--- src/rtl/pec15_pkg.sv ---
`timescale 1ns / 1ps
// ----------------------------------------------------------------------------
// PEC15 checksum package
// Shared types, constants and the CRC-15 lookup function.
// ----------------------------------------------------------------------------
package pec15_pkg;

  localparam logic [15:0] PEC_SEED = 16'h0010;
  localparam logic [15:0] PEC_POLY = 16'h4599;

  typedef struct packed {
    logic [7:0]  data;
    logic        last;
    logic [15:0] check;
  } pec15_entry_t;

  typedef enum logic [2:0] {
    PH_ECHO = 3'b001,
    PH_HIGH = 3'b010,
    PH_LOW  = 3'b100
  } pec15_phase_t;

  // Table entry for one index: eight CRC-15 shift steps over the index.
  function automatic logic [15:0] pec15_table_entry(input logic [7:0] idx);
    logic [15:0] r;
    r = {1'b0, idx, 7'b0};
    for (int b = 0; b < 8; b++) begin
      if (r[14]) begin
        r = {r[14:0], 1'b0} ^ PEC_POLY;
      end else begin
        r = {r[14:0], 1'b0};
      end
    end
    return r;
  endfunction

endpackage

--- src/rtl/pec15_in_if.sv ---
`timescale 1ns / 1ps
// ----------------------------------------------------------------------------
// PEC15 input channel
// Valid/ready channel carrying one payload byte and its last-byte marker.
// ----------------------------------------------------------------------------
interface pec15_in_if;
  logic       valid;
  logic       ready;
  logic [7:0] data_byte;
  logic       frame_last;

  modport source(output valid, output data_byte, output frame_last, input ready);
  modport sink(input valid, input data_byte, input frame_last, output ready);
endinterface

--- src/rtl/pec15_out_if.sv ---
`timescale 1ns / 1ps
// ----------------------------------------------------------------------------
// PEC15 result channel
// Valid/ready channel carrying one echoed or checksum byte with its flags.
// ----------------------------------------------------------------------------
interface pec15_out_if;
  logic       valid;
  logic       ready;
  logic [7:0] out_byte;
  logic       is_check;
  logic       frame_end;

  modport source(output valid, output out_byte, output is_check, output frame_end,
                 input ready);
  modport sink(input valid, input out_byte, input is_check, input frame_end,
               output ready);
endinterface

--- src/rtl/pec15_front.sv ---
`timescale 1ns / 1ps
// ----------------------------------------------------------------------------
// PEC15 front end
// Accepts payload bytes, updates the running remainder and queues each byte
// with its last marker and, for a last byte, the finished checksum word.
// ----------------------------------------------------------------------------
module pec15_front (
  input  logic                    clk,
  input  logic                    rst_n,
  input  logic                    in_valid,
  output logic                    in_ready,
  input  logic [7:0]              in_data_byte,
  input  logic                    in_frame_last,
  input  logic                    q_full,
  output logic                    q_push,
  output pec15_pkg::pec15_entry_t q_wdata
);

  logic [15:0] rem_r;
  logic [15:0] rem_nxt;
  logic [7:0]  idx;
  logic [15:0] rem_upd;

  assign in_ready = !q_full;
  assign q_push   = in_valid && !q_full;

  assign idx     = rem_r[14:7] ^ in_data_byte;
  assign rem_upd = {rem_r[7:0], 8'h00} ^ pec15_pkg::pec15_table_entry(idx);

  always_comb begin
    rem_nxt = rem_r;
    if (q_push) begin
      rem_nxt = in_frame_last ? pec15_pkg::PEC_SEED : rem_upd;
    end
  end

  assign q_wdata.data  = in_data_byte;
  assign q_wdata.last  = in_frame_last;
  assign q_wdata.check = {rem_upd[14:0], 1'b0};

  always_ff @(posedge clk) begin
    if (!rst_n) begin
      rem_r <= pec15_pkg::PEC_SEED;
    end else begin
      rem_r <= rem_nxt;
    end
  end

endmodule

--- src/rtl/pec15_queue.sv ---
`timescale 1ns / 1ps
// ----------------------------------------------------------------------------
// PEC15 queue
// Small first-in first-out buffer between the front end and the back end.
// ----------------------------------------------------------------------------
module pec15_queue #(
  parameter int DEPTH = 4
) (
  input  logic                    clk,
  input  logic                    rst_n,
  input  logic                    push,
  input  pec15_pkg::pec15_entry_t wdata,
  output logic                    full,
  input  logic                    pop,
  output logic                    valid,
  output pec15_pkg::pec15_entry_t rdata
);

  localparam int AW = (DEPTH > 1) ? $clog2(DEPTH) : 1;
  localparam int CW = $clog2(DEPTH + 1);
  localparam logic [AW-1:0] LAST_PTR = AW'(DEPTH - 1);
  localparam logic [CW-1:0] FULL_CNT = CW'(DEPTH);

  pec15_pkg::pec15_entry_t mem [DEPTH];
  logic [AW-1:0] wr_ptr_r;
  logic [AW-1:0] wr_ptr_nxt;
  logic [AW-1:0] rd_ptr_r;
  logic [AW-1:0] rd_ptr_nxt;
  logic [CW-1:0] cnt_r;
  logic [CW-1:0] cnt_nxt;
  logic          do_pop;

  assign full   = (cnt_r == FULL_CNT);
  assign valid  = (cnt_r != '0);
  assign rdata  = mem[rd_ptr_r];
  assign do_pop = pop && valid;

  always_comb begin
    wr_ptr_nxt = wr_ptr_r;
    rd_ptr_nxt = rd_ptr_r;
    cnt_nxt    = cnt_r;
    if (push) begin
      wr_ptr_nxt = (wr_ptr_r == LAST_PTR) ? '0 : wr_ptr_r + 1'b1;
    end
    if (do_pop) begin
      rd_ptr_nxt = (rd_ptr_r == LAST_PTR) ? '0 : rd_ptr_r + 1'b1;
    end
    if (push && !do_pop) begin
      cnt_nxt = cnt_r + 1'b1;
    end else if (do_pop && !push) begin
      cnt_nxt = cnt_r - 1'b1;
    end
  end

  always_ff @(posedge clk) begin
    if (push) begin
      mem[wr_ptr_r] <= wdata;
    end
  end

  always_ff @(posedge clk) begin
    if (!rst_n) begin
      wr_ptr_r <= '0;
      rd_ptr_r <= '0;
      cnt_r    <= '0;
    end else begin
      wr_ptr_r <= wr_ptr_nxt;
      rd_ptr_r <= rd_ptr_nxt;
      cnt_r    <= cnt_nxt;
    end
  end

endmodule

--- src/rtl/pec15_back.sv ---
`timescale 1ns / 1ps
// ----------------------------------------------------------------------------
// PEC15 back end
// Turns each queued byte into its echo and, after a last byte, the two
// checksum bytes, through a registered output stage.
// ----------------------------------------------------------------------------
module pec15_back (
  input  logic                    clk,
  input  logic                    rst_n,
  input  logic                    q_valid,
  input  pec15_pkg::pec15_entry_t q_rdata,
  output logic                    q_pop,
  output logic                    out_valid,
  input  logic                    out_ready,
  output logic [7:0]              out_byte,
  output logic                    out_is_check,
  output logic                    out_frame_end
);

  pec15_pkg::pec15_phase_t phase_r;
  pec15_pkg::pec15_phase_t phase_nxt;
  logic       out_valid_r;
  logic       out_valid_nxt;
  logic [7:0] byte_r;
  logic [7:0] byte_nxt;
  logic       check_r;
  logic       check_nxt;
  logic       end_r;
  logic       end_nxt;
  logic       load;
  logic       emit;

  assign load = !out_valid_r || out_ready;
  assign emit = load && q_valid;

  always_comb begin
    phase_nxt     = phase_r;
    byte_nxt      = byte_r;
    check_nxt     = check_r;
    end_nxt       = end_r;
    q_pop         = 1'b0;
    out_valid_nxt = load ? emit : out_valid_r;
    if (emit) begin
      case (phase_r)
        pec15_pkg::PH_ECHO: begin
          byte_nxt  = q_rdata.data;
          check_nxt = 1'b0;
          end_nxt   = 1'b0;
          q_pop     = !q_rdata.last;
          phase_nxt = q_rdata.last ? pec15_pkg::PH_HIGH : pec15_pkg::PH_ECHO;
        end
        pec15_pkg::PH_HIGH: begin
          byte_nxt  = q_rdata.check[15:8];
          check_nxt = 1'b1;
          end_nxt   = 1'b0;
          phase_nxt = pec15_pkg::PH_LOW;
        end
        pec15_pkg::PH_LOW: begin
          byte_nxt  = q_rdata.check[7:0];
          check_nxt = 1'b1;
          end_nxt   = 1'b1;
          q_pop     = 1'b1;
          phase_nxt = pec15_pkg::PH_ECHO;
        end
        default: begin
          byte_nxt  = q_rdata.data;
          check_nxt = 1'b0;
          end_nxt   = 1'b0;
          phase_nxt = pec15_pkg::PH_ECHO;
        end
      endcase
    end
  end

  always_ff @(posedge clk) begin
    if (!rst_n) begin
      phase_r     <= pec15_pkg::PH_ECHO;
      out_valid_r <= 1'b0;
    end else begin
      phase_r     <= phase_nxt;
      out_valid_r <= out_valid_nxt;
    end
  end

  always_ff @(posedge clk) begin
    byte_r  <= byte_nxt;
    check_r <= check_nxt;
    end_r   <= end_nxt;
  end

  assign out_valid     = out_valid_r;
  assign out_byte      = byte_r;
  assign out_is_check  = check_r;
  assign out_frame_end = end_r;

  // The sequencer phase always holds exactly one code.
  assert property (@(posedge clk) disable iff (!rst_n) $onehot(phase_r))
    else $error("pec15_back: phase register is not one-hot");

  // A frame end is only ever flagged on a checksum byte.
  assert property (@(posedge clk) disable iff (!rst_n)
    out_valid_r && end_r |-> check_r)
    else $error("pec15_back: frame end on a payload echo");

  // The checksum phases work on a last byte still held at the queue head.
  assert property (@(posedge clk) disable iff (!rst_n)
    (phase_r == pec15_pkg::PH_HIGH) || (phase_r == pec15_pkg::PH_LOW)
      |-> q_valid && q_rdata.last)
    else $error("pec15_back: checksum phase without a queued last byte");

  // The high checksum byte is always followed by the low one.
  assert property (@(posedge clk) disable iff (!rst_n)
    emit && (phase_r == pec15_pkg::PH_HIGH) |=> phase_r == pec15_pkg::PH_LOW)
    else $error("pec15_back: high checksum byte not followed by low byte");

endmodule

--- src/rtl/pec15_frame_checksum.sv ---
`timescale 1ns / 1ps
// ----------------------------------------------------------------------------
// PEC15 frame checksum
// CRC-15 (polynomial 0x4599, seed 16) over frames of payload bytes.
// ----------------------------------------------------------------------------
// The input channel takes one payload byte per item with a marker on the
// last byte of a frame. The result channel echoes every payload byte and,
// after a last byte, gives the two checksum bytes (remainder shifted left by
// one), high byte first; the low byte carries the frame end flag.
// Each echo passes through the queue and the output register. The front end
// takes one item per cycle, limited only by the queue; the output register
// sends one result per cycle unless the receiver stalls, so a frame of N bytes
// gives N + 2 results. The remainder takes one table lookup and XOR per byte.
// When the receiver stalls, the output register holds its result and the
// queue of QUEUE_DEPTH items fills; input ready drops once it is full.
// Reset clears the queue and the output stage and reseeds the remainder.
// ----------------------------------------------------------------------------
module pec15_frame_checksum #(
  parameter int QUEUE_DEPTH = 4
) (
  input  logic       clk,
  input  logic       rst_n,
  pec15_in_if.sink   in_ch,
  pec15_out_if.source out_ch
);

  pec15_pkg::pec15_entry_t q_wdata;
  pec15_pkg::pec15_entry_t q_rdata;
  logic q_push;
  logic q_full;
  logic q_pop;
  logic q_valid;

  pec15_front u_front (
    .clk           (clk),
    .rst_n         (rst_n),
    .in_valid      (in_ch.valid),
    .in_ready      (in_ch.ready),
    .in_data_byte  (in_ch.data_byte),
    .in_frame_last (in_ch.frame_last),
    .q_full        (q_full),
    .q_push        (q_push),
    .q_wdata       (q_wdata)
  );

  pec15_queue #(
    .DEPTH (QUEUE_DEPTH)
  ) u_queue (
    .clk   (clk),
    .rst_n (rst_n),
    .push  (q_push),
    .wdata (q_wdata),
    .full  (q_full),
    .pop   (q_pop),
    .valid (q_valid),
    .rdata (q_rdata)
  );

  pec15_back u_back (
    .clk           (clk),
    .rst_n         (rst_n),
    .q_valid       (q_valid),
    .q_rdata       (q_rdata),
    .q_pop         (q_pop),
    .out_valid     (out_ch.valid),
    .out_ready     (out_ch.ready),
    .out_byte      (out_ch.out_byte),
    .out_is_check  (out_ch.is_check),
    .out_frame_end (out_ch.frame_end)
  );

endmodule
--- src/flat_wrapper.sv ---
// flat-port wrapper written by rule: the top's interface ports become plain ports
module pec15_frame_checksum_flat 
#(
  parameter int QUEUE_DEPTH = 4
)
  (clk, rst_n, in_ch_valid, in_ch_data_byte, in_ch_frame_last, in_ch_ready, out_ch_valid, out_ch_out_byte, out_ch_is_check, out_ch_frame_end, out_ch_ready);
  pec15_in_if in_ch_i ();
  pec15_out_if out_ch_i ();
  input  logic clk;
  input  logic rst_n;
  input wire logic [$bits(in_ch_i.valid)-1:0] in_ch_valid;
  input wire logic [$bits(in_ch_i.data_byte)-1:0] in_ch_data_byte;
  input wire logic [$bits(in_ch_i.frame_last)-1:0] in_ch_frame_last;
  output wire logic [$bits(in_ch_i.ready)-1:0] in_ch_ready;
  output wire logic [$bits(out_ch_i.valid)-1:0] out_ch_valid;
  output wire logic [$bits(out_ch_i.out_byte)-1:0] out_ch_out_byte;
  output wire logic [$bits(out_ch_i.is_check)-1:0] out_ch_is_check;
  output wire logic [$bits(out_ch_i.frame_end)-1:0] out_ch_frame_end;
  input wire logic [$bits(out_ch_i.ready)-1:0] out_ch_ready;
  assign in_ch_i.valid = in_ch_valid;
  assign in_ch_i.data_byte = in_ch_data_byte;
  assign in_ch_i.frame_last = in_ch_frame_last;
  assign in_ch_ready = in_ch_i.ready;
  assign out_ch_valid = out_ch_i.valid;
  assign out_ch_out_byte = out_ch_i.out_byte;
  assign out_ch_is_check = out_ch_i.is_check;
  assign out_ch_frame_end = out_ch_i.frame_end;
  assign out_ch_i.ready = out_ch_ready;
  pec15_frame_checksum #(.QUEUE_DEPTH(QUEUE_DEPTH)) u_core (.clk(clk), .rst_n(rst_n), .in_ch(in_ch_i), .out_ch(out_ch_i));
endmodule
--- config.mk ---
export PLATFORM = sky130hd
export DESIGN_NAME = pec15_frame_checksum_flat
export DESIGN_NICKNAME = d
export VERILOG_FILES = /design/src/rtl/pec15_pkg.sv /design/src/rtl/pec15_in_if.sv /design/src/rtl/pec15_out_if.sv /design/src/rtl/pec15_front.sv /design/src/rtl/pec15_queue.sv /design/src/rtl/pec15_back.sv /design/src/rtl/pec15_frame_checksum.sv /design/src/flat_wrapper.sv
export SDC_FILE = /design/constraint.sdc
export NUM_CORES = 1
export LEC_CHECK = 0
export BUFFER_PORTS_ARGS = -buffer_cell sky130_fd_sc_hd__buf_2
export CORE_UTILIZATION = 30
export CTS_CLUSTER_SIZE = 14
export DETAILED_ROUTE_END_ITERATION = 7
export SYNTH_ARGS = -nofsm -noshare
export SYNTH_HDL_FRONTEND = slang
export SYNTH_SLANG_ARGS = --single-unit
--- constraint.sdc ---
create_clock -name clk -period 3.4 [get_ports clk]
set_input_delay 0.34 -clock clk [delete_from_list [all_inputs] [get_ports clk]]
set_output_delay 0.34 -clock clk [all_outputs]
set_load 0.01 [all_outputs]
## Word level (Yosys, flattened, before mapping)

Memories as Yosys holds them, arrays and structs flattened. A register that Yosys moved wholly into a read port is not among the register bits.
Cells that the tools add are included.

- Word-level logic and storage cells: 68
- Register bits after elaboration: 36
- Output and inout port bits: 12
- RAM bits: 96
- Memories: 1
- Input port bits: 13

Memory list:

| name | words | width | read ports | clocked after memory_dff | write ports | RTL line | source |
|---|---|---|---|---|---|---|---|
| u_core.u_queue.mem | 4 | 24 | 1 | 1 | 1 | pec15_queue.sv:24 | `pec15_pkg::pec15_entry_t mem [DEPTH];` |

- Add/subtract/negate cells: 4
- Bitwise gates (word level): 10
- Eq/ne operators: 6
- Reduce and logical (&&, ||, !) cells: 14
- Multiplexer cells: 24

Operators with widths:

| cell | number |
|---|---|
| $mux 15 | 9 |
| $not 7->7 | 8 |
| $pmux 8 s2 | 1 |
| $xor 15x15->15 | 1 |
| $mux 2 | 5 |
| $xor 8x8->8 | 1 |
| $eq 3x3->1 const B | 2 |
| $mux 3 | 2 |
| $pmux 3 s2 | 1 |
| $logic_and 1x1->1 | 5 |
| $logic_not 1->1 | 5 |
| $mux 1 | 5 |
| $add 2x1->2 const B | 2 |
| $eq 2x2->1 const B | 2 |
| $add 3x1->3 const B | 1 |
| $eq 3x1->1 const B | 1 |
| $eq 3x2->1 const B | 1 |
| $reduce_bool 3->1 | 1 |
| $sub 3x1->3 const B | 1 |
| $pmux 1 s2 | 1 |
| $reduce_bool 2->1 | 1 |
| $reduce_or 2->1 | 1 |
| $logic_or 1x1->1 | 1 |

## Depth between registers and ports, before layout

- Word-level depth: 19
- Gate-level depth with buffers: 11

## By module

Synthesis repeated with hierarchy kept, for this count alone.

- Cells, all modules: 354
- Area total of the unflattened synthesis: 5,988.2 um2

By module, submodules not included:

| module | times used | cells each | area an instance (um2) | sequential area each (um2) |
|---|---|---|---|---|
| pec15_queue | 1 | 177 | 4,110.2 | 3,183.1 |
| pec15_front | 1 | 100 | 1,066.0 | 300.3 |
| pec15_back | 1 | 77 | 812.0 | 380.4 |

## Least setup slack after synthesis

No wires, ideal clock.

- Path kind: flip-flop to flip-flop
- Start point: register with a tool-made name
- End point: register u_core.u_queue.cnt_r[2]
- Cell stages (with the launch flop): 12
- Arrival time: 2,516 ps
- Setup slack: 808 ps
- Buffers on the path: 1
- Period minus slack after synthesis: 2,592 ps
- Setup time: 76 ps
- Cell sequence: dfxtp_1 > clkbuf_1 > mux4_2 > nor2_1 > mux2_2 > nand2_1 > ha_1 > inv_1 > fa_1 > xor2_1 > or3_1 > a21boi_0

RTL lines:

| element | RTL line | source |
|---|---|---|
| to (signal assigned) | pec15_queue.sv:69 | `cnt_r <= cnt_nxt;` |
| to (decl) | pec15_queue.sv:29 | `logic [CW-1:0] cnt_r;` |

## Worst setup path after layout

- Start point: register u_core.u_queue.cnt_r[0]
- End point: register u_core.u_queue.cnt_r[2]

- Elaborated cells between the ends (all ways): 16

RTL lines:

| element | RTL line | source |
|---|---|---|
| $eq 3x3->1 (*) | pec15_queue.sv:33 | `assign full = (cnt_r == FULL_CNT);` |
| $logic_not 1->1 (*) | pec15_front.sv:25 | `assign q_push = in_valid && !q_full;` |
| $logic_and 1x1->1 (*) | pec15_front.sv:25 |  |
| via u_core.q_push | pec15_frame_checksum.sv:29 | `logic q_push;` |
| $logic_not 1->1 | pec15_queue.sv:50 | `end else if (do_pop && !push) begin` |
| $logic_and 1x1->1 | pec15_queue.sv:50 |  |
| $reduce_bool 2->1 (no line) | n/a |  |

The timed path passes the listed nets; every way through them passes the cells marked *. The select of a mux whose other input is x is not followed.
A chain may end at the register's enable or synchronous reset.

==> results.md <==
* Outcome: finished, violations left
* Violated checks: design-rule violations
* Hold Fails Final Rpt at 0
* IO Count at 25
* Yosys top cell area share at 0.571
* Register area at ~3700 um2
* Vias per cell at about 4.7
* Worst Path Arrival at 2.97 ns
* DRT Pass-1 Iters at 6
* DR WL/cell at around 18 um
* Final setup fails at 0
* Pwr/cell area at between 1000 and 1500 nW/um2
* Chip width at roughly 140 um
* Drt drc at 6
* Worst rel slew slack at 0.257
* Core area at between 15,000 and 20,000 um2
* TritonCTS Sinks at approximately 130
* CP Class: flip-flop to flip-flop
* Min-Delay Path Class: input port to flip-flop
* Initial antenna violation count at 0
* Worst-case clock buffer depth at 2
* Mean Syn Cell Area at approximately 17 um2
* Grt total ovfl at 0
* Initial DRC Count at between 150 and 200
* Top post-synthesis cells by area: edfxtp_1 57%, dfxtp_1 10%, mux4_2 9.7%, xnor2_1 4.6%, a22oi_1 1.9%
* Setup WS post-layout at between 0.7 and 0.8 ns
* Worst Tran Pin Value at roughly 1.1 ns
* Compound-Gate Fraction of Synth Area at 0.0532
* Max IR drop VDD at ~0.65 mV
* FMAX at approximately 380 MHz
* Clock slew at reported path FFs at about 0.06 ns
* Synth Flop Type: edfxtp_1
* Post-synthesis adder-cell area fraction at 0.0170
* Area grow syn2layout at 19.3%
* YS warnings at 0
* Pre-CTS setup slack at approximately 0.69 ns
* DP HPWL at 7100 um
* Die area at ~19,000 um2
* Largest family of logic cells by synthesized area: multiplexers
* Yosys top cell by area: edfxtp_1
* Xor and xnor area share after synthesis at 0.0830
* CTS root buf: clkbuf_16
* Antenna Cells at 0
* DRT antenna net count at 0
* CTS tree: done
* Cell Area, Synth at 5580 um2
* Critical path launch point type: flip-flop
* Post-synthesis mux area share at 0.110
* First-pass GRT wire length at 17,900 um
* Global-route usage over all layers at 0.128
* Critical Path RT at between 3 and 4 ns
* Cells after Synth at roughly 340
* Reg-to-Reg Start: u_core.u_queue.cnt_r[0]
* Core Util, Final at 0.368
* Placed insts at between 500 and 600
* Number of synthesized register bits at about 130
* Clock latency on the worst-skew pair at approximately 0.42 ns
* Num CTS Buffers at 17
* Hold_sp: in_ch_data_byte[5]
* Synth unique cells at 38
* Crit. End Element: flip-flop
* Worst clock skew at ~0.0097 ns
* Number of flops mapped to enable cells by yosys at roughly 110
* Fillers at roughly 1,700
* Worst Path Max Fanout at 12
* Max cap viols at 0
* Largest net degree at the start of global routing at 25
* Std cell rows at slightly below 50
* Hold Buf Count CTS at 0
* Vias in the first global route at ~3,200
* Initial Util at 0.308
* Slew Viols, Final at 0
* Final WL at approximately 11,000 um
* Tcrit/Tclk final at 0.778
* Die Span Y at approximately 140 um
* H-Tree Depth at 4
* Nets at 400
* Register area share after synthesis at 0.671
* Gpl congestion at between 0.7 and 0.8
* RSZ-0062 raised after global routing: false
* Post-Syn Nets at approximately 360
* DR vias at roughly 2,900
* IO Port Bufs at 24
* Synth Area in Simple Gates at 0.0505
* Post-synth ARST share at 0
* Share of cells above drive strength 1 at 0.252
* CTS resizes at 0
* Final instance count without filler cells at 622
* Multi-input combinational cell area at ~1700 um2
* Worst setup path start: u_core.u_queue.cnt_r[0]
* Setup Fix Bufs, Post-CTS at 0
* Total Negative Setup Slacks at 0 ns
* LEAKAGE at 2.30 nW
* Clock period minus worst slack at 2.64 ns
* Total power at 0.00769 W
[cell families (layout without fill, tap and decap cells)]
family | count (synthesis) | in the layout
flops | 134 | 134
simple gates | 56 | 56
compound gates | 43 | 43
xor+xnor | 43 | 43
mux | 31 | 31
buf+inv | 23 | 79
fa+ha+maj | 7 | 7
[metal layers]
metal / track usage / part of all wire / vias up / wire (um)
met5: 0 / 0 / - / 0
met4: 0.0444 / 0.010 / 0 / 115
met3: 0.0367 / 0.042 / 12 / 475
met2: 0.205 / 0.49 / 56 / 5610
met1: 0.164 / 0.46 / 1517 / 5240
li1: - / - / 1364 / -
[layout make-up]
class,instances,share of cell area
Multi-Input combinational cell,180,0.263
Sequential cell,134,0.563
Timing Repair Buffer,37,0.0327
Inverter,10,0.00564
Clock buffer,19,0.0665
Clock inverter,13,0.0269
Tap cell,229,0.0430
[layout by cell type, fill, tap and decap left out, types with 3 or more instances in the layout]
| cell type | instances |
|---|---|
| inv_1 | 10 |
| nand2_1 | 19 |
| clkinv_2 | 4 |
| o21ai_0 | 12 |
| clkbuf_16 | 17 |
| a22o_1 | 5 |
| dfxtp_1 | 27 |
| nor2_1 | 9 |
| ha_1 | 6 |
| and2_1 | 5 |
| clkinvlp_4 | 4 |
| a22oi_1 | 14 |
| edfxtp_1 | 106 |
| bufinv_16 | 4 |
| xor2_1 | 8 |
| mux2i_1 | 6 |
| buf_2 | 24 |
| buf_4 | 13 |
| a21boi_0 | 5 |
| xnor2_1 | 29 |
| nor3_1 | 3 |
| nor2b_1 | 13 |
| mux4_2 | 24 |
[critical path, cell delays in order (launching register included)]
cell and delay, ns:
dfxtp_1 0.41, nor2_1 0.08, nand2_1 0.08, nand2_1 0.29
inv_1 0.30, ha_1 0.24, inv_1 0.07, fa_1 0.42
xor2_1 0.17, or3_1 0.30, a21boi_0 0.20
[registers in the layout (all words and copies together), names as in the netlist, named ones only]
name / flops
u_core.u_back.out_byte: 8
u_core.u_back.out_frame_end: 1
u_core.u_back.out_is_check: 1
u_core.u_back.out_valid: 1
u_core.u_back.phase_r: 3
u_core.u_front.rem_r: 15
u_core.u_queue.cnt_r: 3
u_core.u_queue.mem: 96
u_core.u_queue.rd_ptr_r: 2
u_core.u_queue.wr_ptr_r: 2
[Yosys cell counts, types with 6 or more instances]
cell	count
o21ai_0	12
xor2_1	8
inv_1	10
clkbuf_1	10
mux2i_1	6
dfxtp_1	28
mux4_2	24
nor2_1	9
ha_1	6
nor2b_1	13
edfxtp_1	106
nand2_1	19
xnor2_1	29
a22oi_1	14
[power by group]
group	internal [W]	leakage [nW]	switching (W)
Sequential	0.00283	1.21	0.000154
Clock	0.00124	0.295	0.000677
Combinational	0.00112	0.802	0.00167
[final timing paths]
kind / endpoint / slack (ns) / depth (start not counted)
hold / removal: u_core.u_queue.mem[1][21] / 0.17 / 1
hold reg to reg: u_core.u_front.rem_r[4] / 0.46 / 2
setup reg to reg: u_core.u_queue.cnt_r[2] / 0.76 / 10
setup / recovery: u_core.u_queue.cnt_r[2] / 0.76 / 10
[per-stage QoR]
step	cell area, um2	hold WS, ns
3_5_place_dp	6030	0.452
5_1_grt	6660	0.175
3_3_place_gp	6030	0.448
6_report	6660	0.172
2_1_floorplan	5580	0.437
4_1_cts	6660	0.165
No activity file was read; power rests on OpenSTA's default activity.
